`config.mk`:
```
export PLATFORM = sky130hd
export DESIGN_NAME = three_address_to_x86_expander_unit
export DESIGN_NICKNAME = d
export VERILOG_FILES = /design/src/hdl/taxe_pkg.sv /design/src/hdl/taxe_front.sv /design/src/hdl/taxe_queue.sv /design/src/hdl/taxe_back.sv /design/src/hdl/three_address_to_x86_expander_unit.sv
export SDC_FILE = /design/constraint.sdc
export NUM_CORES = 1
export LEC_CHECK = 0
export ABC_CLOCK_PERIOD_IN_PS = 19300
export BUFFER_PORTS_ARGS = -buffer_cell sky130_fd_sc_hd__buf_4
export CORE_ASPECT_RATIO = 1.5
export CORE_MARGIN = 2
export CORE_UTILIZATION = 45
export DETAILED_ROUTE_END_ITERATION = 12
export SYNTH_ARGS = -nofsm -noshare
export SYNTH_HDL_FRONTEND = slang
export SYNTH_SLANG_ARGS = --single-unit
```
`constraint.sdc`:
```
create_clock -name clk_i -period 19.3 [get_ports clk_i]
set_input_delay 2.895 -clock clk_i [delete_from_list [all_inputs] [get_ports clk_i]]
set_output_delay 2.895 -clock clk_i [all_outputs]
set_load 0.03 [all_outputs]
```
`src/hdl/taxe_pkg.sv`:
```
// Shared types, codes and expansion functions for the three-address expander.
`timescale 1ns / 1ps

package taxe_pkg;

  localparam int VALUE_W = 32;
  localparam int IDX_W   = 16;
  localparam int KIND_W  = 5;
  localparam int OP_W    = 5;
  localparam int OPK_W   = 3;
  localparam int COND_W  = 3;
  localparam int STEP_W  = 3;
  localparam int QDEPTH  = 4;
  localparam int QPTR_W  = $clog2(QDEPTH);
  localparam int QCNT_W  = $clog2(QDEPTH + 1);

  // Three-address instruction kinds
  localparam logic [KIND_W-1:0] KIND_START  = 5'd0;
  localparam logic [KIND_W-1:0] KIND_RETURN = 5'd1;
  localparam logic [KIND_W-1:0] KIND_NEG    = 5'd2;
  localparam logic [KIND_W-1:0] KIND_NOT    = 5'd3;
  localparam logic [KIND_W-1:0] KIND_LNOT   = 5'd4;
  localparam logic [KIND_W-1:0] KIND_ADD    = 5'd5;
  localparam logic [KIND_W-1:0] KIND_SUB    = 5'd6;
  localparam logic [KIND_W-1:0] KIND_MUL    = 5'd7;
  localparam logic [KIND_W-1:0] KIND_AND    = 5'd8;
  localparam logic [KIND_W-1:0] KIND_OR     = 5'd9;
  localparam logic [KIND_W-1:0] KIND_XOR    = 5'd10;
  localparam logic [KIND_W-1:0] KIND_SHL    = 5'd11;
  localparam logic [KIND_W-1:0] KIND_SHR    = 5'd12;
  localparam logic [KIND_W-1:0] KIND_DIV    = 5'd13;
  localparam logic [KIND_W-1:0] KIND_REM    = 5'd14;
  localparam logic [KIND_W-1:0] KIND_JMP    = 5'd15;
  localparam logic [KIND_W-1:0] KIND_JZ     = 5'd16;
  localparam logic [KIND_W-1:0] KIND_JNZ    = 5'd17;
  localparam logic [KIND_W-1:0] KIND_EQ     = 5'd18;
  localparam logic [KIND_W-1:0] KIND_NE     = 5'd19;
  localparam logic [KIND_W-1:0] KIND_GT     = 5'd20;
  localparam logic [KIND_W-1:0] KIND_LT     = 5'd21;
  localparam logic [KIND_W-1:0] KIND_GE     = 5'd22;
  localparam logic [KIND_W-1:0] KIND_LE     = 5'd23;
  localparam logic [KIND_W-1:0] KIND_COPY   = 5'd24;
  localparam logic [KIND_W-1:0] KIND_LABEL  = 5'd25;

  // x86-style opcodes
  localparam logic [OP_W-1:0] OP_MOV   = 5'd0;
  localparam logic [OP_W-1:0] OP_NEG   = 5'd1;
  localparam logic [OP_W-1:0] OP_NOT   = 5'd2;
  localparam logic [OP_W-1:0] OP_ADD   = 5'd3;
  localparam logic [OP_W-1:0] OP_SUB   = 5'd4;
  localparam logic [OP_W-1:0] OP_IMUL  = 5'd5;
  localparam logic [OP_W-1:0] OP_AND   = 5'd6;
  localparam logic [OP_W-1:0] OP_OR    = 5'd7;
  localparam logic [OP_W-1:0] OP_XOR   = 5'd8;
  localparam logic [OP_W-1:0] OP_SHL   = 5'd9;
  localparam logic [OP_W-1:0] OP_SAR   = 5'd10;
  localparam logic [OP_W-1:0] OP_CDQ   = 5'd11;
  localparam logic [OP_W-1:0] OP_IDIV  = 5'd12;
  localparam logic [OP_W-1:0] OP_CMP   = 5'd13;
  localparam logic [OP_W-1:0] OP_SETCC = 5'd14;
  localparam logic [OP_W-1:0] OP_JMP   = 5'd15;
  localparam logic [OP_W-1:0] OP_LABEL = 5'd16;
  localparam logic [OP_W-1:0] OP_RET   = 5'd17;

  // operand kinds
  localparam logic [OPK_W-1:0] OPK_IMM    = 3'd0;
  localparam logic [OPK_W-1:0] OPK_PSEUDO = 3'd1;
  localparam logic [OPK_W-1:0] OPK_AX     = 3'd2;
  localparam logic [OPK_W-1:0] OPK_CX     = 3'd3;
  localparam logic [OPK_W-1:0] OPK_DX     = 3'd4;
  localparam logic [OPK_W-1:0] OPK_R10    = 3'd5;
  localparam logic [OPK_W-1:0] OPK_R11    = 3'd6;

  // condition codes
  localparam logic [COND_W-1:0] COND_E  = 3'd0;
  localparam logic [COND_W-1:0] COND_NE = 3'd1;

  typedef struct packed {
    logic [OPK_W-1:0]   kind;
    logic [VALUE_W-1:0] val;
  } opnd_t;

  // classified item as it sits in the queue
  typedef struct packed {
    logic [KIND_W-1:0] kind;
    opnd_t             a;
    opnd_t             b;
    logic [IDX_W-1:0]  dst;
    logic [IDX_W-1:0]  label;
    logic [IDX_W-1:0]  frame;
    logic [STEP_W-1:0] count;
  } item_t;

  typedef struct packed {
    logic [OP_W-1:0]   op;
    logic              is_alloc;
    opnd_t             src;
    opnd_t             dst;
    logic [COND_W-1:0] cond;
    logic [IDX_W-1:0]  label;
  } res_t;

  function automatic opnd_t mk_src(logic is_imm, logic [VALUE_W-1:0] value);
    opnd_t o;
    if (is_imm) begin
      o = {OPK_IMM, value};
    end else begin
      o = {OPK_PSEUDO, VALUE_W'(value[IDX_W-1:0])};
    end
    return o;
  endfunction

  function automatic opnd_t reg_op(logic [OPK_W-1:0] k);
    return {k, VALUE_W'(0)};
  endfunction

  function automatic res_t rec(logic [OP_W-1:0] op, logic flag, opnd_t s, opnd_t d,
                               logic [COND_W-1:0] cond, logic [IDX_W-1:0] label);
    res_t r;
    r.op       = op;
    r.is_alloc = flag;
    r.src      = s;
    r.dst      = d;
    r.cond     = cond;
    r.label    = label;
    return r;
  endfunction

  // one step of a move; pseudo to pseudo goes through R10 in two steps
  function automatic res_t mv_step(opnd_t s, opnd_t d, logic second);
    res_t r;
    if (s.kind == OPK_PSEUDO && d.kind == OPK_PSEUDO) begin
      r = second ? rec(OP_MOV, 1'b0, reg_op(OPK_R10), d, COND_E, '0)
                 : rec(OP_MOV, 1'b0, s, reg_op(OPK_R10), COND_E, '0);
    end else begin
      r = rec(OP_MOV, 1'b0, s, d, COND_E, '0);
    end
    return r;
  endfunction

  // number of instructions an item cracks into; zero for an unknown kind
  function automatic logic [STEP_W-1:0] expand_count(logic [KIND_W-1:0] kind,
                                                     logic a_p, logic b_p);
    logic [STEP_W-1:0] ma;
    logic [STEP_W-1:0] n;
    ma = a_p ? 3'd2 : 3'd1;
    case (kind)
      KIND_START, KIND_JMP, KIND_LABEL:                n = 3'd1;
      KIND_RETURN:                                     n = 3'd2;
      KIND_NEG, KIND_NOT:                              n = 3'(ma + 3'd1);
      KIND_LNOT:                                       n = a_p ? 3'd3 : 3'd4;
      KIND_ADD, KIND_SUB, KIND_AND, KIND_OR, KIND_XOR:
        n = 3'(ma + (b_p ? 3'd2 : 3'd1));
      KIND_MUL:                                        n = 3'd4;
      KIND_SHL, KIND_SHR:                              n = 3'(ma + 3'd2);
      KIND_DIV, KIND_REM:                              n = b_p ? 3'd4 : 3'd5;
      KIND_JZ, KIND_JNZ:                               n = a_p ? 3'd2 : 3'd3;
      KIND_EQ, KIND_NE, KIND_GT, KIND_LT, KIND_GE, KIND_LE:
        n = (a_p == b_p) ? 3'd4 : 3'd3;
      KIND_COPY:                                       n = ma;
      default:                                         n = 3'd0;
    endcase
    return n;
  endfunction

  // instruction number idx of the expansion of one item
  function automatic res_t expand_step(item_t it, logic [STEP_W-1:0] idx);
    res_t              r;
    opnd_t             dv;
    opnd_t             imm0;
    opnd_t             s;
    opnd_t             d;
    logic              a_p;
    logic              b_p;
    logic [STEP_W-1:0] ma;
    logic [STEP_W-1:0] cz;
    logic [STEP_W-1:0] co;
    logic [KIND_W-1:0] rel;
    logic [OP_W-1:0]   aop;
    dv   = {OPK_PSEUDO, VALUE_W'(it.dst)};
    imm0 = reg_op(OPK_IMM);
    a_p  = (it.a.kind == OPK_PSEUDO);
    b_p  = (it.b.kind == OPK_PSEUDO);
    ma   = a_p ? 3'd2 : 3'd1;
    cz   = a_p ? 3'd1 : 3'd2;
    co   = (a_p == b_p) ? 3'd2 : 3'd1;
    rel  = it.kind - KIND_EQ;
    s    = (a_p && b_p) ? reg_op(OPK_R10) : it.a;
    d    = (!a_p && !b_p) ? reg_op(OPK_R10) : it.b;
    case (it.kind)
      KIND_ADD: aop = OP_ADD;
      KIND_SUB: aop = OP_SUB;
      KIND_AND: aop = OP_AND;
      KIND_OR:  aop = OP_OR;
      KIND_SHL: aop = OP_SHL;
      KIND_SHR: aop = OP_SAR;
      KIND_NEG: aop = OP_NEG;
      KIND_NOT: aop = OP_NOT;
      default:  aop = OP_XOR;
    endcase
    r = '0;
    case (it.kind)
      KIND_START: begin
        r = rec(OP_RET, 1'b1, {OPK_IMM, VALUE_W'(it.frame)}, imm0, COND_E, '0);
      end
      KIND_RETURN: begin
        r = (idx == 3'd0) ? rec(OP_MOV, 1'b0, it.a, reg_op(OPK_AX), COND_E, '0)
                          : rec(OP_RET, 1'b0, imm0, imm0, COND_E, '0);
      end
      KIND_NEG, KIND_NOT: begin
        r = (idx < ma) ? mv_step(it.a, dv, idx[0])
                       : rec(aop, 1'b0, imm0, dv, COND_E, '0);
      end
      KIND_LNOT, KIND_JZ, KIND_JNZ: begin
        // compare against zero; an immediate goes to R10 first
        if (!a_p && idx == 3'd0) begin
          r = rec(OP_MOV, 1'b0, it.a, reg_op(OPK_R10), COND_E, '0);
        end else if (idx == 3'(cz - 3'd1)) begin
          r = rec(OP_CMP, 1'b0, imm0, a_p ? it.a : reg_op(OPK_R10), COND_E, '0);
        end else if (it.kind == KIND_JZ) begin
          r = rec(OP_JMP, 1'b1, imm0, imm0, COND_E, it.label);
        end else if (it.kind == KIND_JNZ) begin
          r = rec(OP_JMP, 1'b1, imm0, imm0, COND_NE, it.label);
        end else if (idx == cz) begin
          r = rec(OP_MOV, 1'b0, imm0, dv, COND_E, '0);
        end else begin
          r = rec(OP_SETCC, 1'b0, imm0, dv, COND_E, '0);
        end
      end
      KIND_ADD, KIND_SUB, KIND_AND, KIND_OR, KIND_XOR: begin
        if (idx < ma) begin
          r = mv_step(it.a, dv, idx[0]);
        end else if (b_p && idx == ma) begin
          r = rec(OP_MOV, 1'b0, it.b, reg_op(OPK_R10), COND_E, '0);
        end else begin
          r = rec(aop, 1'b0, b_p ? reg_op(OPK_R10) : it.b, dv, COND_E, '0);
        end
      end
      KIND_MUL: begin
        case (idx)
          3'd0:    r = rec(OP_MOV, 1'b0, it.a, reg_op(OPK_R10), COND_E, '0);
          3'd1:    r = rec(OP_MOV, 1'b0, it.b, reg_op(OPK_R11), COND_E, '0);
          3'd2:    r = rec(OP_IMUL, 1'b0, reg_op(OPK_R10), reg_op(OPK_R11), COND_E, '0);
          default: r = rec(OP_MOV, 1'b0, reg_op(OPK_R11), dv, COND_E, '0);
        endcase
      end
      KIND_SHL, KIND_SHR: begin
        if (idx < ma) begin
          r = mv_step(it.a, dv, idx[0]);
        end else if (idx == ma) begin
          r = rec(OP_MOV, 1'b0, it.b, reg_op(OPK_CX), COND_E, '0);
        end else begin
          r = rec(aop, 1'b0, reg_op(OPK_CX), dv, COND_E, '0);
        end
      end
      KIND_DIV, KIND_REM: begin
        if (idx == 3'd0) begin
          r = rec(OP_MOV, 1'b0, it.a, reg_op(OPK_AX), COND_E, '0);
        end else if (idx == 3'd1) begin
          r = rec(OP_CDQ, 1'b0, imm0, imm0, COND_E, '0);
        end else if (!b_p && idx == 3'd2) begin
          r = rec(OP_MOV, 1'b0, it.b, reg_op(OPK_R10), COND_E, '0);
        end else if (idx == (b_p ? 3'd2 : 3'd3)) begin
          r = rec(OP_IDIV, 1'b0, imm0, b_p ? it.b : reg_op(OPK_R10), COND_E, '0);
        end else begin
          r = rec(OP_MOV, 1'b0, reg_op((it.kind == KIND_REM) ? OPK_DX : OPK_AX), dv,
                  COND_E, '0);
        end
      end
      KIND_JMP: begin
        r = rec(OP_JMP, 1'b0, imm0, imm0, COND_E, it.label);
      end
      KIND_EQ, KIND_NE, KIND_GT, KIND_LT, KIND_GE, KIND_LE: begin
        if (co == 3'd2 && idx == 3'd0) begin
          r = rec(OP_MOV, 1'b0, a_p ? it.a : it.b, reg_op(OPK_R10), COND_E, '0);
        end else if (idx == 3'(co - 3'd1)) begin
          r = rec(OP_CMP, 1'b0, s, d, COND_E, '0);
        end else if (idx == co) begin
          r = rec(OP_MOV, 1'b0, imm0, dv, COND_E, '0);
        end else begin
          r = rec(OP_SETCC, 1'b0, imm0, dv, rel[COND_W-1:0], '0);
        end
      end
      KIND_COPY: begin
        r = mv_step(it.a, dv, idx[0]);
      end
      KIND_LABEL: begin
        r = rec(OP_LABEL, 1'b0, imm0, imm0, COND_E, it.label);
      end
      default: begin
        r = '0;
      end
    endcase
    return r;
  endfunction

endpackage

```
`src/hdl/taxe_front.sv`:
```
// Front end: input register that classifies each item and sizes its expansion.
`timescale 1ns / 1ps

module taxe_front import taxe_pkg::*; (
  input  logic                      clk_i,
  input  logic                      rst_ni,
  input  logic                      in_valid_i,
  output logic                      in_stall_o,
  input  logic [KIND_W-1:0]         kind_i,
  input  logic                      first_is_imm_i,
  input  logic signed [VALUE_W-1:0] first_value_i,
  input  logic                      second_is_imm_i,
  input  logic signed [VALUE_W-1:0] second_value_i,
  input  logic [IDX_W-1:0]          dest_var_i,
  input  logic [IDX_W-1:0]          label_id_i,
  input  logic [IDX_W-1:0]          frame_slots_i,
  output logic                      push_o,
  output item_t                     push_item_o,
  input  logic                      full_i
);

  logic  hold_valid_q;
  logic  hold_valid_d;
  item_t hold_item_q;
  item_t item_d;

  always_comb begin
    item_d.kind  = kind_i;
    item_d.a     = mk_src(first_is_imm_i, first_value_i);
    item_d.b     = mk_src(second_is_imm_i, second_value_i);
    item_d.dst   = dest_var_i;
    item_d.label = label_id_i;
    item_d.frame = frame_slots_i;
    item_d.count = expand_count(kind_i, !first_is_imm_i, !second_is_imm_i);
  end

  // unknown kinds expand to nothing and are dropped here
  assign hold_valid_d = in_valid_i && (item_d.count != '0);

  assign in_stall_o  = hold_valid_q && full_i;
  assign push_o      = hold_valid_q && !full_i;
  assign push_item_o = hold_item_q;

  always_ff @(posedge clk_i or negedge rst_ni) begin
    if (!rst_ni) begin
      hold_valid_q <= 1'b0;
    end else if (!in_stall_o) begin
      hold_valid_q <= hold_valid_d;
    end
  end

  always_ff @(posedge clk_i) begin
    if (!in_stall_o && hold_valid_d) begin
      hold_item_q <= item_d;
    end
  end

endmodule

```
`src/hdl/taxe_queue.sv`:
```
// Short FIFO of classified items between front and back ends.
`timescale 1ns / 1ps

module taxe_queue import taxe_pkg::*; (
  input  logic  clk_i,
  input  logic  rst_ni,
  input  logic  push_i,
  input  item_t push_item_i,
  output logic  full_o,
  input  logic  pop_i,
  output logic  empty_o,
  output item_t head_o
);

  item_t             mem_q [QDEPTH];
  logic [QPTR_W-1:0] wr_ptr_q;
  logic [QPTR_W-1:0] rd_ptr_q;
  logic [QCNT_W-1:0] cnt_q;
  logic [QCNT_W-1:0] cnt_d;

  assign full_o  = (cnt_q == QCNT_W'(QDEPTH));
  assign empty_o = (cnt_q == '0);
  assign head_o  = mem_q[rd_ptr_q];

  always_comb begin
    cnt_d = cnt_q;
    if (push_i && !pop_i) begin
      cnt_d = cnt_q + 1'b1;
    end else if (pop_i && !push_i) begin
      cnt_d = cnt_q - 1'b1;
    end
  end

  always_ff @(posedge clk_i or negedge rst_ni) begin
    if (!rst_ni) begin
      wr_ptr_q <= '0;
      rd_ptr_q <= '0;
      cnt_q    <= '0;
    end else begin
      cnt_q <= cnt_d;
      if (push_i) begin
        wr_ptr_q <= wr_ptr_q + 1'b1;
      end
      if (pop_i) begin
        rd_ptr_q <= rd_ptr_q + 1'b1;
      end
    end
  end

  always_ff @(posedge clk_i) begin
    if (push_i) begin
      mem_q[wr_ptr_q] <= push_item_i;
    end
  end

endmodule

```
`src/hdl/taxe_back.sv`:
```
// Back end: steps through the expansion of the head item, one instruction per cycle while the output is not stalled.
`timescale 1ns / 1ps

module taxe_back import taxe_pkg::*; (
  input  logic                      clk_i,
  input  logic                      rst_ni,
  input  item_t                     head_i,
  input  logic                      empty_i,
  output logic                      pop_o,
  output logic                      out_valid_o,
  input  logic                      out_stall_i,
  output logic [OP_W-1:0]           op_o,
  output logic                      is_alloc_o,
  output logic [OPK_W-1:0]          src_kind_o,
  output logic signed [VALUE_W-1:0] src_value_o,
  output logic [OPK_W-1:0]          dst_kind_o,
  output logic signed [VALUE_W-1:0] dst_value_o,
  output logic [COND_W-1:0]         cond_o,
  output logic [IDX_W-1:0]          label_out_o,
  output logic                      last_o
);

  logic              out_valid_q;
  res_t              res_q;
  res_t              res_d;
  logic              last_q;
  logic [STEP_W-1:0] step_q;
  logic              load;
  logic              issue;
  logic              is_last;

  assign load    = !out_valid_q || !out_stall_i;
  assign issue   = load && !empty_i;
  assign res_d   = expand_step(head_i, step_q);
  assign is_last = (step_q == STEP_W'(head_i.count - 3'd1));
  assign pop_o   = issue && is_last;

  always_ff @(posedge clk_i or negedge rst_ni) begin
    if (!rst_ni) begin
      out_valid_q <= 1'b0;
      step_q      <= '0;
    end else if (load) begin
      out_valid_q <= !empty_i;
      if (issue) begin
        step_q <= is_last ? '0 : step_q + 1'b1;
      end
    end
  end

  always_ff @(posedge clk_i) begin
    if (issue) begin
      res_q  <= res_d;
      last_q <= is_last;
    end
  end

  assign out_valid_o = out_valid_q;
  assign op_o        = res_q.op;
  assign is_alloc_o  = res_q.is_alloc;
  assign src_kind_o  = res_q.src.kind;
  assign src_value_o = $signed(res_q.src.val);
  assign dst_kind_o  = res_q.dst.kind;
  assign dst_value_o = $signed(res_q.dst.val);
  assign cond_o      = res_q.cond;
  assign label_out_o = res_q.label;
  assign last_o      = last_q;

endmodule

```
`src/hdl/three_address_to_x86_expander_unit.sv`:
```
// Top level of the three-address to x86 instruction expander.
`timescale 1ns / 1ps

// Takes one three-address instruction per transfer on the input channel and
// emits its one to five x86-style instructions, in order, one per transfer on
// the output channel; last_o marks the final instruction of each expansion and
// unknown kinds (above label) emit nothing. The output port produces one
// instruction per cycle while out_stall_i is low, so an item occupies the back
// end for as many output transfers as instructions it expands into: 1 for
// start, jmp, label and copy of an immediate, up to 5 for divide by an
// immediate. Instructions of successive items follow each other with no gap.
// The front end is a single input register that classifies the item and
// counts its expansion; a four-entry queue sits between it and the back end,
// so input transfers keep being taken while the back end works through a long
// expansion or the output is stalled. An item reaches the output through the
// input register, the queue and the output register. in_stall_o rises only
// when the input register holds an item and the queue is full.
module three_address_to_x86_expander_unit import taxe_pkg::*; (
  input  logic                      clk_i,
  input  logic                      rst_ni,
  // input channel
  input  logic                      in_valid_i,
  output logic                      in_stall_o,
  input  logic [KIND_W-1:0]         kind_i,
  input  logic                      first_is_imm_i,
  input  logic signed [VALUE_W-1:0] first_value_i,
  input  logic                      second_is_imm_i,
  input  logic signed [VALUE_W-1:0] second_value_i,
  input  logic [IDX_W-1:0]          dest_var_i,
  input  logic [IDX_W-1:0]          label_id_i,
  input  logic [IDX_W-1:0]          frame_slots_i,
  // output channel
  output logic                      out_valid_o,
  input  logic                      out_stall_i,
  output logic [OP_W-1:0]           op_o,
  output logic                      is_alloc_o,
  output logic [OPK_W-1:0]          src_kind_o,
  output logic signed [VALUE_W-1:0] src_value_o,
  output logic [OPK_W-1:0]          dst_kind_o,
  output logic signed [VALUE_W-1:0] dst_value_o,
  output logic [COND_W-1:0]         cond_o,
  output logic [IDX_W-1:0]          label_out_o,
  output logic                      last_o
);

  // front -> queue
  logic  push;
  item_t push_item;
  logic  full;
  // queue -> back
  logic  pop;
  logic  empty;
  item_t head;

  // classify and size each item
  taxe_front u_front (
    .clk_i           (clk_i),
    .rst_ni          (rst_ni),
    .in_valid_i      (in_valid_i),
    .in_stall_o      (in_stall_o),
    .kind_i          (kind_i),
    .first_is_imm_i  (first_is_imm_i),
    .first_value_i   (first_value_i),
    .second_is_imm_i (second_is_imm_i),
    .second_value_i  (second_value_i),
    .dest_var_i      (dest_var_i),
    .label_id_i      (label_id_i),
    .frame_slots_i   (frame_slots_i),
    .push_o          (push),
    .push_item_o     (push_item),
    .full_i          (full)
  );

  // decouples input transfers from the output stream
  taxe_queue u_queue (
    .clk_i       (clk_i),
    .rst_ni      (rst_ni),
    .push_i      (push),
    .push_item_i (push_item),
    .full_o      (full),
    .pop_i       (pop),
    .empty_o     (empty),
    .head_o      (head)
  );

  // one instruction per cycle into the output register unless the output stalls; pops on the last one
  taxe_back u_back (
    .clk_i       (clk_i),
    .rst_ni      (rst_ni),
    .head_i      (head),
    .empty_i     (empty),
    .pop_o       (pop),
    .out_valid_o (out_valid_o),
    .out_stall_i (out_stall_i),
    .op_o        (op_o),
    .is_alloc_o  (is_alloc_o),
    .src_kind_o  (src_kind_o),
    .src_value_o (src_value_o),
    .dst_kind_o  (dst_kind_o),
    .dst_value_o (dst_value_o),
    .cond_o      (cond_o),
    .label_out_o (label_out_o),
    .last_o      (last_o)
  );

endmodule

```
; Yosys cells after proc, flatten, opt, wreduce, memory -nomap -nowiden
; Memories as Yosys holds them, arrays and structs flattened.
; Index checks and enable logic that the tools add are counted.
; Widths: inputs -> output; s select.
[classes]
n_addsub = 12
magnitude_cmp = 1
eq_ne = 65
n_mux = 48
n_reduce_logical = 46
[op_table]
columns = operator, count
row1 = $mux 95, 16
row2 = $pmux 95 s12, 1
row3 = $mux 94, 3
row4 = $pmux 93 s3, 1
row5 = $mux 35, 6
row6 = $eq 5x5->1 const B, 20
row7 = $mux 89, 1
row8 = $eq 5x4->1 const B, 16
row9 = $mux 33, 2
row10 = $eq 5x3->1 const B, 8
row11 = $pmux 3 s11, 1
row12 = $eq 3x3->1, 7
row13 = $eq 5x2->1 const B, 4
row14 = $mux 3, 6
row15 = $logic_and 1x1->1, 14
row16 = $reduce_or 2->1, 7
row17 = $reduce_or 6->1, 2
row18 = $sub 3x1->3 const B, 4
row19 = $logic_not 1->1, 11
row20 = $eq 5x1->1 const B, 2
row21 = $logic_not 5->1, 2
row22 = $mux 2, 5
row23 = $reduce_or 5->1, 2
row24 = $add 3x1->3 const B, 3
row25 = other kinds (17), 28
[totals]
ff_bits = 234
mem_bits_rw = 504
romBits = 64
output_inout_bits = 98
wordCells = 200
memories = 2
[memory_table]
columns = name, words, word_bits, rd, rd_clocked_by_memory_dff, write_ports, line
row1 = u_queue.mem_q, 4, 126, 1, 0, 1, taxe_queue.sv:15  ; item_t mem_q [QDEPTH];
row2 = (name not given), 16, 4, 1, 0, 0, taxe_pkg.sv:190  ; case (it.kind)

; Depth between registers and ports, before layout
; Gate-level depths: netlist of the first run.
; An unclocked memory read counts as a cell.
[logic_depth]
depth_word = 10
mapped_depth = 18
mapped_depth_nobuf = 13

; Hierarchy
; Synthesis of the first run repeated with hierarchy kept, for this count alone.
[unflattened]
cells_unflattened = 1703
area_unflattened_um2 = 30365.4
[modules_own_cells]
columns = mod, instances, cells_per_inst, area_each_um2
row1 = taxe_queue, 1, 692, 18680.4
row2 = taxe_back, 1, 783, 7304.5
row3 = taxe_front, 1, 228, 4380.5

; Worst setup path after synthesis of the first run
; No wires, ideal clock.
[synth_path]
path_kind = in2reg
from = input port kind_i[0]
to = register u_front.hold_item_q, in the netlist u_front.push_item_o[0], enable pin
setup_ns = 0.620
t_arrival_ns = 9.776
required_time_ns = 18.680
path_slack_ns = 8.904
cell_stages = 9
path_buffers = 1
path_cell_list = buf_1 nand2_1 o2111a_1 inv_1 ha_1 fa_1 a211o_1 o31a_1 nor2b_1
[synth_lines]
columns = element, line
row1 = "start, declared", three_address_to_x86_expander_unit.sv:24  ; input logic [KIND_W-1:0] kind_i,
row2 = "end signal, assigned", taxe_front.sv:54  ; hold_item_q <= item_d;
row3 = "end, declared", taxe_front.sv:24  ; item_t hold_item_q;

==> impl_metrics.toml, run 1 <==
[yosys]
yosys-top-cells-area = "edfxtp_1 73%, mux4_2 9.5%, a22oi_1 1.5%"
synth.top_cell.area_share = 0.729
synth_commonest_cells = "706 x edfxtp_1, 123 x mux4_2, 68 x nand2_1"
yosysWarningCount = 0
avgSynthCellArea_um2 = 18.3
postSynthNetCount = 1735
synth_cells = 1587
synth_edf_count = 706
synth_top_cell_by_area = "edfxtp_1"
ys_ff_latch = 718
yosys_most_used_dff = "edfxtp_1"
async_flop_share = 0.0167
synth_most_common_cell = "edfxtp_1"
ys_seq_area_frac = 0.740
ys_types = 83
syn_area_mm2 = 0.0291

[hold_path]
hold_class = "flop to flop"

[sta]
period_needed_ps = 5470
holdWs_ps = 487
setup_viol = 0
finalMaxSlewViolations = 0
fmax_ghz = 0.183
relSlewSlack = 0.230
tns_ps = 0
hold_viol_final = 0
fin_skew_ps = 23.8
tightest_slew_ps = 1150
rsz0062_at_grt = "false"
post-route-period-util = 0.283

[drt]
drt_wl_total_um = 76100
dr.pass1.iters = 5
top_layer = "met4"
drt-initial-drc-count = 1131
wl_met3_um = 3580
wire_per_inst_um = 28.2
drc_errors = 0
via_per_inst = 5.94
via_count = 16000
wl_met2_um = 39100
wl_met1_um = 30900
drtAntennaViolNets = 0

[critical_path]
critPathCaptureType = "flop"
cp_slowest_stage_delay_ps = 680
arrival_ps = 5710
path_cells = "buf_4 > nor2_1 > nor2_1 > o2111a_1 > inv_1 > ha_1 > fa_1 > a211o_1 > o31a_1 > nor2b_4 > buf_4"
endpoint = "u_front.push_item_o[35]$_DFFE_PP_"
crit_slowest_cell = "buf_4"
cp_max_fo = 50
critPathRequiredTime_ps = 19550
r2r_end = "u_back.src_value_o[17]$_DFFE_PP_"
worstSetupStartpoint = "kind_i[1]"
worstSetupPathType = "input pin to flop"
r2r_setup_slack_ps = 14210
reg2reg_depth = 10
crit_path_start_kind = "input pin"
reg2reg_from = "u_queue.rd_ptr_q[1]$_DFFE_PN0P_"

[clock_network]
clock_latency_ps = 640
root_buffer = "clkbuf_16"
cts_setup_buffers = 0
cts_tree = "built"
clock_path_buffers = 3
clkSinkCount = 718
htree_levels = 3
hold_buffers = 0
ctsResizeCount = 0
clk_pin_slew_worst_paths_ps = 60
cts_made_buffers = 69

[die]
ios = 221
die_x_um = 212
start_util = 0.453
core_mm2 = 0.0642
die_area_mm2 = 0.0667
fp.dieH_um = 315
rows = 114

[placed_design]
dp_hpwl_um = 49600
gp_congestion = 0.904
port_buffers = 220
dp_cells = 2574
postPlaceCellArea_mm2 = 0.0317

[global_route]
grt.overflow.total = 0
grt_first_pass_wirelength_um = 111000
antenna_found_initial = 0
grt_pass1_vias = 16400
grt_max_degree = 63
track_usage = 0.231

[flow_run]
max_cap_violations = 0

[final_layout]
final-instance-count-excl-fill = 2699
fin_util = 0.528
finalInstanceArea_mm2 = 0.0339
area_growth_pct = 16.6
antennaDiodeCount = 0
layout.nets = 1981
layout-drive-gt1-share = 0.272

[power]
vdd_drop_max_uv = 96.2
p_per_area_mw_per_mm2 = 174
p_leak_nw = 11.5

[run_status]
status = "completed"
-- critical path: cells and delay by family --
family          cells  cell delay (ps)
fa+ha+maj           2              700
simple gates        3              570
compound gates      3              510
buf+inv             3              910
-- kinds of logic (layout without fill, tap and decap cells) --
logic type | after synthesis | after routing | share of synthesized area
AND/OR/NAND/NOR | 300 | 300 | 0.0548
multiplexers | 141 | 141 | 0.102
XOR/XNOR | 18 | 18 | 0.00542
buffers and inverters | 105 | 405 | 0.0157
flip-flops | 718 | 718 | 0.740
adder cells (fa/ha/maj) | 25 | 25 | 0.0113
AO/OA/AOI/OAI | 280 | 280 | 0.0716
-- final cells by class --
| class | count | area (µm²) |
|---|---|---|
| Fill cell | 5172 | 30300 |
| Sequential cell | 718 | 21500 |
| Multi-Input combinational cell | 764 | 7170 |
| Timing Repair Buffer | 254 | 1910 |
| Clock buffer | 82 | 1780 |
| Tap cell | 812 | 1020 |
| Clock inverter | 43 | 409 |
| Inverter | 26 | 97.6 |
-- flip-flops by register name, summed over array words and instances (netlist names), 3 cells and up --
signal and cells:
u_back.op_o 5, u_front.push_item_o 122, u_queue.mem_q 488, u_back.src_kind_o 3, u_back.step_q 3, u_back.dst_kind_o 3, u_back.cond_o 3, u_back.dst_value_o 32
u_queue.cnt_q 3, u_back.label_out_o 16, u_back.src_value_o 32
-- cell usage in the layout, fill, tap and decap left out, types with 7 or more instances in the layout --
| cell type | count |
|---|---|
| o21ai_0 | 37 |
| xnor2_1 | 9 |
| a22o_1 | 23 |
| xor2_1 | 9 |
| o211ai_1 | 14 |
| mux4_2 | 123 |
| inv_1 | 25 |
| mux2i_1 | 15 |
| nand3_1 | 15 |
| nor3_1 | 13 |
| o221ai_1 | 11 |
| nand2b_1 | 15 |
| clkinv_2 | 8 |
| and2_1 | 35 |
| o22ai_1 | 10 |
| buf_4 | 254 |
| nor2_1 | 63 |
| a21oi_1 | 41 |
| a221o_1 | 26 |
| dfrtp_1 | 10 |
| clkbuf_16 | 69 |
| edfxtp_1 | 706 |
| nor2b_1 | 26 |
| or3_1 | 7 |
| clkinv_1 | 18 |
| clkbuf_1 | 13 |
| or2_2 | 9 |
| nand2_1 | 68 |
| ha_1 | 23 |
| a22oi_1 | 57 |
-- layer usage --
layer  vias to the layer above  global-route usage
met3                       127              0.0303
li1                       6970                   -
met4                         0              0.0906
met5                         -                   0
met1                      8355               0.302
met2                       576               0.395
-- power breakdown --
part           switching (W)  internal [W]  leakage (nW)  total [W]
Sequential          0.000160       0.00216          6.74    0.00232
Combinational        0.00146      0.000801          3.75    0.00226
Clock               0.000580      0.000732          1.05    0.00131
Total                0.00220       0.00369          11.5    0.00589
-- per-stage QoR --
step / total power, W / setup WS, ps
after floorplan: 0.00378 / 8900
after global placement: 0.00458 / 13150
after detailed placement: 0.00461 / 13130
after CTS: 0.00593 / 13770
after global routing: 0.00615 / 13580
final: 0.00589 / 13830
-- worst min-delay path by stage --
stage,startpoint,endpoint,slack (ps),cells after the start
3_3_place_gp,u_front.push_item_o[103]$_SDFFCE_PN0P_,u_queue.mem_q[0][101]$_DFFE_PP_,470,0
6_report,u_front.push_item_o[80]$_SDFFCE_PN0P_,u_queue.mem_q[3][80]$_DFFE_PP_,490,0
4_1_cts,u_front.push_item_o[68]$_SDFFCE_PN0P_,u_queue.mem_q[2][68]$_DFFE_PP_,480,0
3_5_place_dp,u_front.push_item_o[15]$_DFFE_PP_,u_queue.mem_q[2][15]$_DFFE_PP_,480,0
5_1_grt,u_front.push_item_o[68]$_SDFFCE_PN0P_,u_queue.mem_q[2][68]$_DFFE_PP_,490,0
2_1_floorplan,u_front.push_item_o[0]$_DFFE_PP_,u_queue.mem_q[0][0]$_DFFE_PP_,460,0
Power figures use the tool's default switching activity.
==> inputs of run 2 (changes only) <==
--- a/config.mk
+++ b/config.mk
@@ -5,7 +5,7 @@
 export SDC_FILE = /design/constraint.sdc
 export NUM_CORES = 1
 export LEC_CHECK = 0
-export ABC_CLOCK_PERIOD_IN_PS = 19300
+export ABC_CLOCK_PERIOD_IN_PS = 4800
 export BUFFER_PORTS_ARGS = -buffer_cell sky130_fd_sc_hd__buf_4
 export CORE_ASPECT_RATIO = 1.5
 export CORE_MARGIN = 2
==> constraint.sdc (replaced) <==
create_clock -name clk_i -period 4.8 [get_ports clk_i]
set_input_delay 0.72 -clock clk_i [delete_from_list [all_inputs] [get_ports clk_i]]
set_output_delay 0.72 -clock clk_i [all_outputs]
set_load 0.03 [all_outputs]
==> run 2 against run 1 <==
Against the previous run: power rose to 4.1 times the previous value; register-to-register slack worse by 13000 ps; largest power group unchanged; critical path depth down 1; setup slack worse by 13000 ps; non-clock buffer count up 25.
==> impl_metrics.toml, run 2 (same netlist as run 1, synthesis figures left out) <==
[global_route]
grt_first_pass_wirelength_um = 114000
grt_pass1_vias = 16400
grt.overflow.total = 0
antenna_found_initial = 0
track_usage = 0.238
grt_max_degree = 105

[final_layout]
regArea_mm2 = 0.0215
fillerInstances = 5118
layout_common_cells = "706 x edfxtp_1, 269 x buf_4, 123 x mux4_2"
antennaDiodeCount = 0
final-instance-count-excl-fill = 2723
area_growth_pct = 17.9
finalInstanceArea_mm2 = 0.0343
largest-register = "u_queue.mem_q"
layout.cells.most_common = "edfxtp_1"
layout-drive-gt1-share = 0.284
largest_reg_flops = 488
layout.nets = 2005
multi_input_area_mm2 = 0.00717

[clock_network]
clk_pin_slew_worst_paths_ps = 70
cts_tree = "built"
htree_levels = 3
cts_setup_buffers = 0
cts_made_buffers = 68
clock_latency_ps = 620
clkSinkCount = 718
clock_path_buffers = 3
root_buffer = "clkbuf_16"

[sta]
period_needed_ps = 4000
relSlewSlack = 0.280
fin_skew_ps = 19.3
finalMaxSlewViolations = 0
setup_viol = 0
post-route-period-util = 0.834
tightest_slew_ps = 1070
hold_viol_final = 0
tns_ps = 0
rsz0062_at_grt = "false"
fmax_ghz = 0.250

[die]
start_util = 0.453
fp.dieH_um = 315
rows = 114
core_mm2 = 0.0642
die_x_um = 212
die_area_mm2 = 0.0667
ios = 221

[critical_path]
path_cells = "mux4_2 > inv_1 > ha_1 > and3b_1 > o21ai_0 > o21ai_0 > a211o_1 > or3_1 > a22o_1 > a21o_1"
critPathCaptureType = "flop"
cp_slowest_stage_delay_ps = 620
crit_slowest_cell = "mux4_2"
cp_common_cell = "o21ai_0"
critPathRequiredTime_ps = 5160
worstSetupPathType = "flop to flop"
crit_path_start_kind = "flop"
critPathTopFamily = "compound AO/OA/AOI/OAI gates"
crit_buf_inv = 1
arrival_ps = 4360
cp_max_fo = 13

[hold_path]
hold_class = "input pin to flop"

[drt]
drc_errors = 0
via_per_inst = 5.92
drt-initial-drc-count = 1256
dr.pass1.iters = 5
via_count = 16100
wire_per_inst_um = 28.9
drt_wl_total_um = 78600
drtAntennaViolNets = 0

[power]
p_per_area_mw_per_mm2 = 705
p_leak_nw = 11.8
vdd_drop_max_uv = 404
total_power_w = 0.0242

[placed_design]
dp_cells = 2598
gp_congestion = 0.896
dp_hpwl_um = 52300
postPlaceCellArea_mm2 = 0.0320
port_buffers = 220

[flow_run]
max_cap_violations = 0

[run_status]
status = "completed"
[run 2: cell count changes in the layout (fill, tap and decap cells not counted), moves of 2 or more]
cell and change:
buf_4 +15, clkbuf_1 -5, clkinv_8 -4, clkinv_2 +4, bufinv_16 +4, clkinv_1 -3
clkbuf_16 +2, clkinv_4 +2, buf_12 +9
[run 2: stage by stage]
| step | util | hold WS, ps | setup slack [ps] |
|---|---|---|---|
| 6_report | 0.534 | 270 | 799 |
| 2_1_floorplan | - | 424 | 327 |
| 5_1_grt | 0.534 | 242 | 640 |
| 3_3_place_gp | 0.498 | 467 | 797 |
| 4_1_cts | 0.534 | 234 | 786 |
| 3_5_place_dp | 0.498 | 483 | 819 |
[run 2: path summary, 6_finish.rpt]
path / start / to / slack (ps) / depth (start not counted)
min in group asynchronous: rst_ni / u_queue.cnt_q[1]$_DFFE_PN0P_ / 490 / 2
worst min register to register: u_front.push_item_o[68]$_SDFFCE_PN0P_ / u_queue.mem_q[2][68]$_DFFE_PP_ / 490 / 0
worst max-delay path: u_queue.rd_ptr_q[0]$_DFFE_PN0P_ / u_back.src_value_o[8]$_DFFE_PP_ / 800 / 10
max in group asynchronous: rst_ni / u_queue.rd_ptr_q[1]$_DFFE_PN0P_ / 4110 / 2
worst min-delay path: first_value_i[11] / u_front.push_item_o[97]$_DFFE_PP_ / 270 / 1
worst max register to register: u_queue.rd_ptr_q[0]$_DFFE_PN0P_ / u_back.src_value_o[8]$_DFFE_PP_ / 800 / 10
[run 2: layout make-up]
cell class                 instances  share of cell area
inverter                          26             0.00285
clock buffer                      79              0.0527
tap                              812              0.0296
sequential                       718               0.627
timing repair buffer             279              0.0644
multi-input combinational        764               0.209
clock inverter                    45              0.0142
[run 2: what timing repair did]
action                                  CTS  global route
endpoints found under the hold margin    12             0
resized for setup                         0             0
hold buffers                              1             0
endpoints found under the setup margin    0             0
[run 2: per-layer routing]
layer  GRT usage  part of all wire  up-vias
met3      0.0315             0.046      103
li1            -                 -     7026
met2       0.415              0.52      543
met5           0                 0        -
met1       0.313              0.41     8441
met4      0.0743             0.025        0
[run 2: report_power, final]
| group | leakage (nW) | switching (W) | internal, W |
|---|---|---|---|
| Clock | 1.12 | 0.00234 | 0.00321 |
| Combinational | 3.90 | 0.00585 | 0.00338 |
| Sequential | 6.74 | 0.000711 | 0.00868 |
==> inputs of run 3 (changes only) <==
--- a/config.mk
+++ b/config.mk
@@ -5,7 +5,7 @@
 export SDC_FILE = /design/constraint.sdc
 export NUM_CORES = 1
 export LEC_CHECK = 0
-export ABC_CLOCK_PERIOD_IN_PS = 4800
+export ABC_CLOCK_PERIOD_IN_PS = 4200
 export BUFFER_PORTS_ARGS = -buffer_cell sky130_fd_sc_hd__buf_4
 export CORE_ASPECT_RATIO = 1.5
 export CORE_MARGIN = 2
==> constraint.sdc (replaced) <==
create_clock -name clk_i -period 4.2 [get_ports clk_i]
set_input_delay 0.63 -clock clk_i [delete_from_list [all_inputs] [get_ports clk_i]]
set_output_delay 0.63 -clock clk_i [all_outputs]
set_load 0.03 [all_outputs]
==> run 3 against run 2 <==
Against the previous run: clock-buffer cell count grew 6; combinational power grew 16%; first-iteration DRC count grew 0.40%; critical path depth grew 2; final cell count grew 0.99%; clock power grew 12%; die area is the same; sequential power grew 14%; global-route usage shrank 0.30 points; non-clock buffer count grew 24.
==> impl_metrics.toml, run 3 (same netlist as run 1, synthesis figures left out) <==
[sta]
setup_slack_ps = 238
tightest_slew_ps = 1170
fmax_ghz = 0.252
rsz0062_at_grt = "false"
finalMaxSlewViolations = 0
post-route-period-util = 0.943
period_needed_ps = 3960
fin_skew_ps = 21.0
setup_viol = 0
relSlewSlack = 0.216
hold_viol_final = 0

[drt]
wire_per_inst_um = 28.1
drtAntennaViolNets = 0
drt-initial-drc-count = 1261
drc_errors = 0
via_per_inst = 5.88
drt_wl_total_um = 77200
via_count = 16200
dr.pass1.iters = 5

[critical_path]
cp_common_cell = "buf_4"
crit_slowest_cell = "mux4_2"
endpoint = "u_back.src_value_o[25]$_DFFE_PP_"
critPathRequiredTime_ps = 4650
crit_buf_inv = 4
reg2reg_depth = 12
r2r_end = "u_back.src_value_o[25]$_DFFE_PP_"
r2r_setup_slack_ps = 240
critPathTopFamily = "compound AO/OA/AOI/OAI gates"
worstSetupPathType = "flop to flop"
reg2reg_from = "u_queue.rd_ptr_q[0]$_DFFE_PN0P_"
crit_path_start_kind = "flop"
cp_slowest_stage_delay_ps = 620
arrival_ps = 4410
cp_max_fo = 12
worstSetupStartpoint = "u_queue.rd_ptr_q[0]$_DFFE_PN0P_"
critPathCaptureType = "flop"
path_depth = 12
path_cells = "mux4_2 > inv_1 > ha_1 > buf_4 > nor2_1 > or3b_1 > a31oi_1 > nor3_2 > buf_4 > o211ai_1 > buf_4 > a221o_1"

[final_layout]
finalInstanceArea_mm2 = 0.0344
layout.nets = 2032
fin_util = 0.536
fillerInstances = 5171
area_growth_pct = 18.4
layout.cells.most_common = "edfxtp_1"
layout_common_cells = "706 x edfxtp_1, 293 x buf_4, 123 x mux4_2"
largest-register = "u_queue.mem_q"
layout-drive-gt1-share = 0.292
largest_reg_flops = 488

[flow_run]
max_cap_violations = 0

[die]
rows = 114
core_mm2 = 0.0642
die_area_mm2 = 0.0667
start_util = 0.453
ios = 221
die_x_um = 212
fp.dieH_um = 315

[placed_design]
gp_congestion = 0.947
port_buffers = 220
place_ws_ps = 290
postPlaceCellArea_mm2 = 0.0322
dp_hpwl_um = 51600

[global_route]
antenna_found_initial = 1
grt.overflow.total = 0
grt_max_degree = 104
track_usage = 0.235
grt_pass1_vias = 16800
grt_first_pass_wirelength_um = 112000

[power]
p_leak_nw = 11.9
total_power_w = 0.0276
vdd_drop_max_uv = 411
p_per_area_mw_per_mm2 = 802

[clock_network]
cts_made_buffers = 71
clk_pin_slew_worst_paths_ps = 60
htree_levels = 3
clkSinkCount = 718
clock_latency_ps = 620
root_buffer = "clkbuf_16"
clock_path_buffers = 3
cts_tree = "built"
cts_setup_buffers = 0

[hold_path]
min_from = "first_value_i[13]"
hold_class = "input pin to flop"

[run_status]
status = "completed"
run 3: cell count changes in the layout (fill, tap and decap cells not counted), moves of 3 or more:
cell       change
inv_6          +5
bufinv_16      -3
clkbuf_1       +5
buf_4         +24
clkinv_2       -3
run 3: timing repair:
item,4_1_cts,5_1_grt
hold endpoints to repair,12,0
hold buffers,1,0
resized for setup,0,0
run 3: cell type report:
cell class                      count  area [µm²]  area share
Sequential cell                   718       21500       0.625
Timing Repair Buffer              303        2390      0.0694
Clock buffer                       85        1850      0.0537
Clock inverter                     41         395      0.0115
Antenna cell                        1        2.50   0.0000727
Tap cell                          812        1020      0.0295
Inverter                           26        97.6     0.00283
Multi-Input combinational cell    764        7170       0.208
run 3: layer usage:
metal  global-route usage  vias up  wire length (µm)
met5                    0        -                 0
met2                0.403      591             39300
met1                0.302     8354             31100
li1                     -     7073                 -
met3               0.0286      145              3600
met4                0.106        0              3130
run 3: metrics by stage:
stage	instances	hold slack, ps	TNS [ps]
after floorplan	1587	334	-11900
after global placement	2622	466	0
after detailed placement	2622	482	0
after CTS	2749	135	0
after global routing	2749	153	0
final	2750	177	0
run 3: worst min path at each step:
stage | endpoint | slack, ps | cells after the start
floorplan | u_back.out_valid_o$_DFFE_PN0P_ | 330 | 0
global placement | u_queue.mem_q[3][26]$_DFFE_PP_ | 470 | 0
detailed placement | u_queue.mem_q[2][86]$_DFFE_PP_ | 480 | 0
CTS | u_front.push_item_o[63]$_DFFE_PP_ | 140 | 1
global route | u_front.push_item_o[66]$_DFFE_PP_ | 150 | 1
finish | u_front.push_item_o[99]$_DFFE_PP_ | 180 | 1
run 3: power breakdown:
| group | internal [W] | switching (W) | leakage, nW |
|---|---|---|---|
| clock network | 0.00354 | 0.00268 | 1.10 |
| registers | 0.00992 | 0.000768 | 6.74 |
| logic | 0.00401 | 0.00668 | 4.03 |
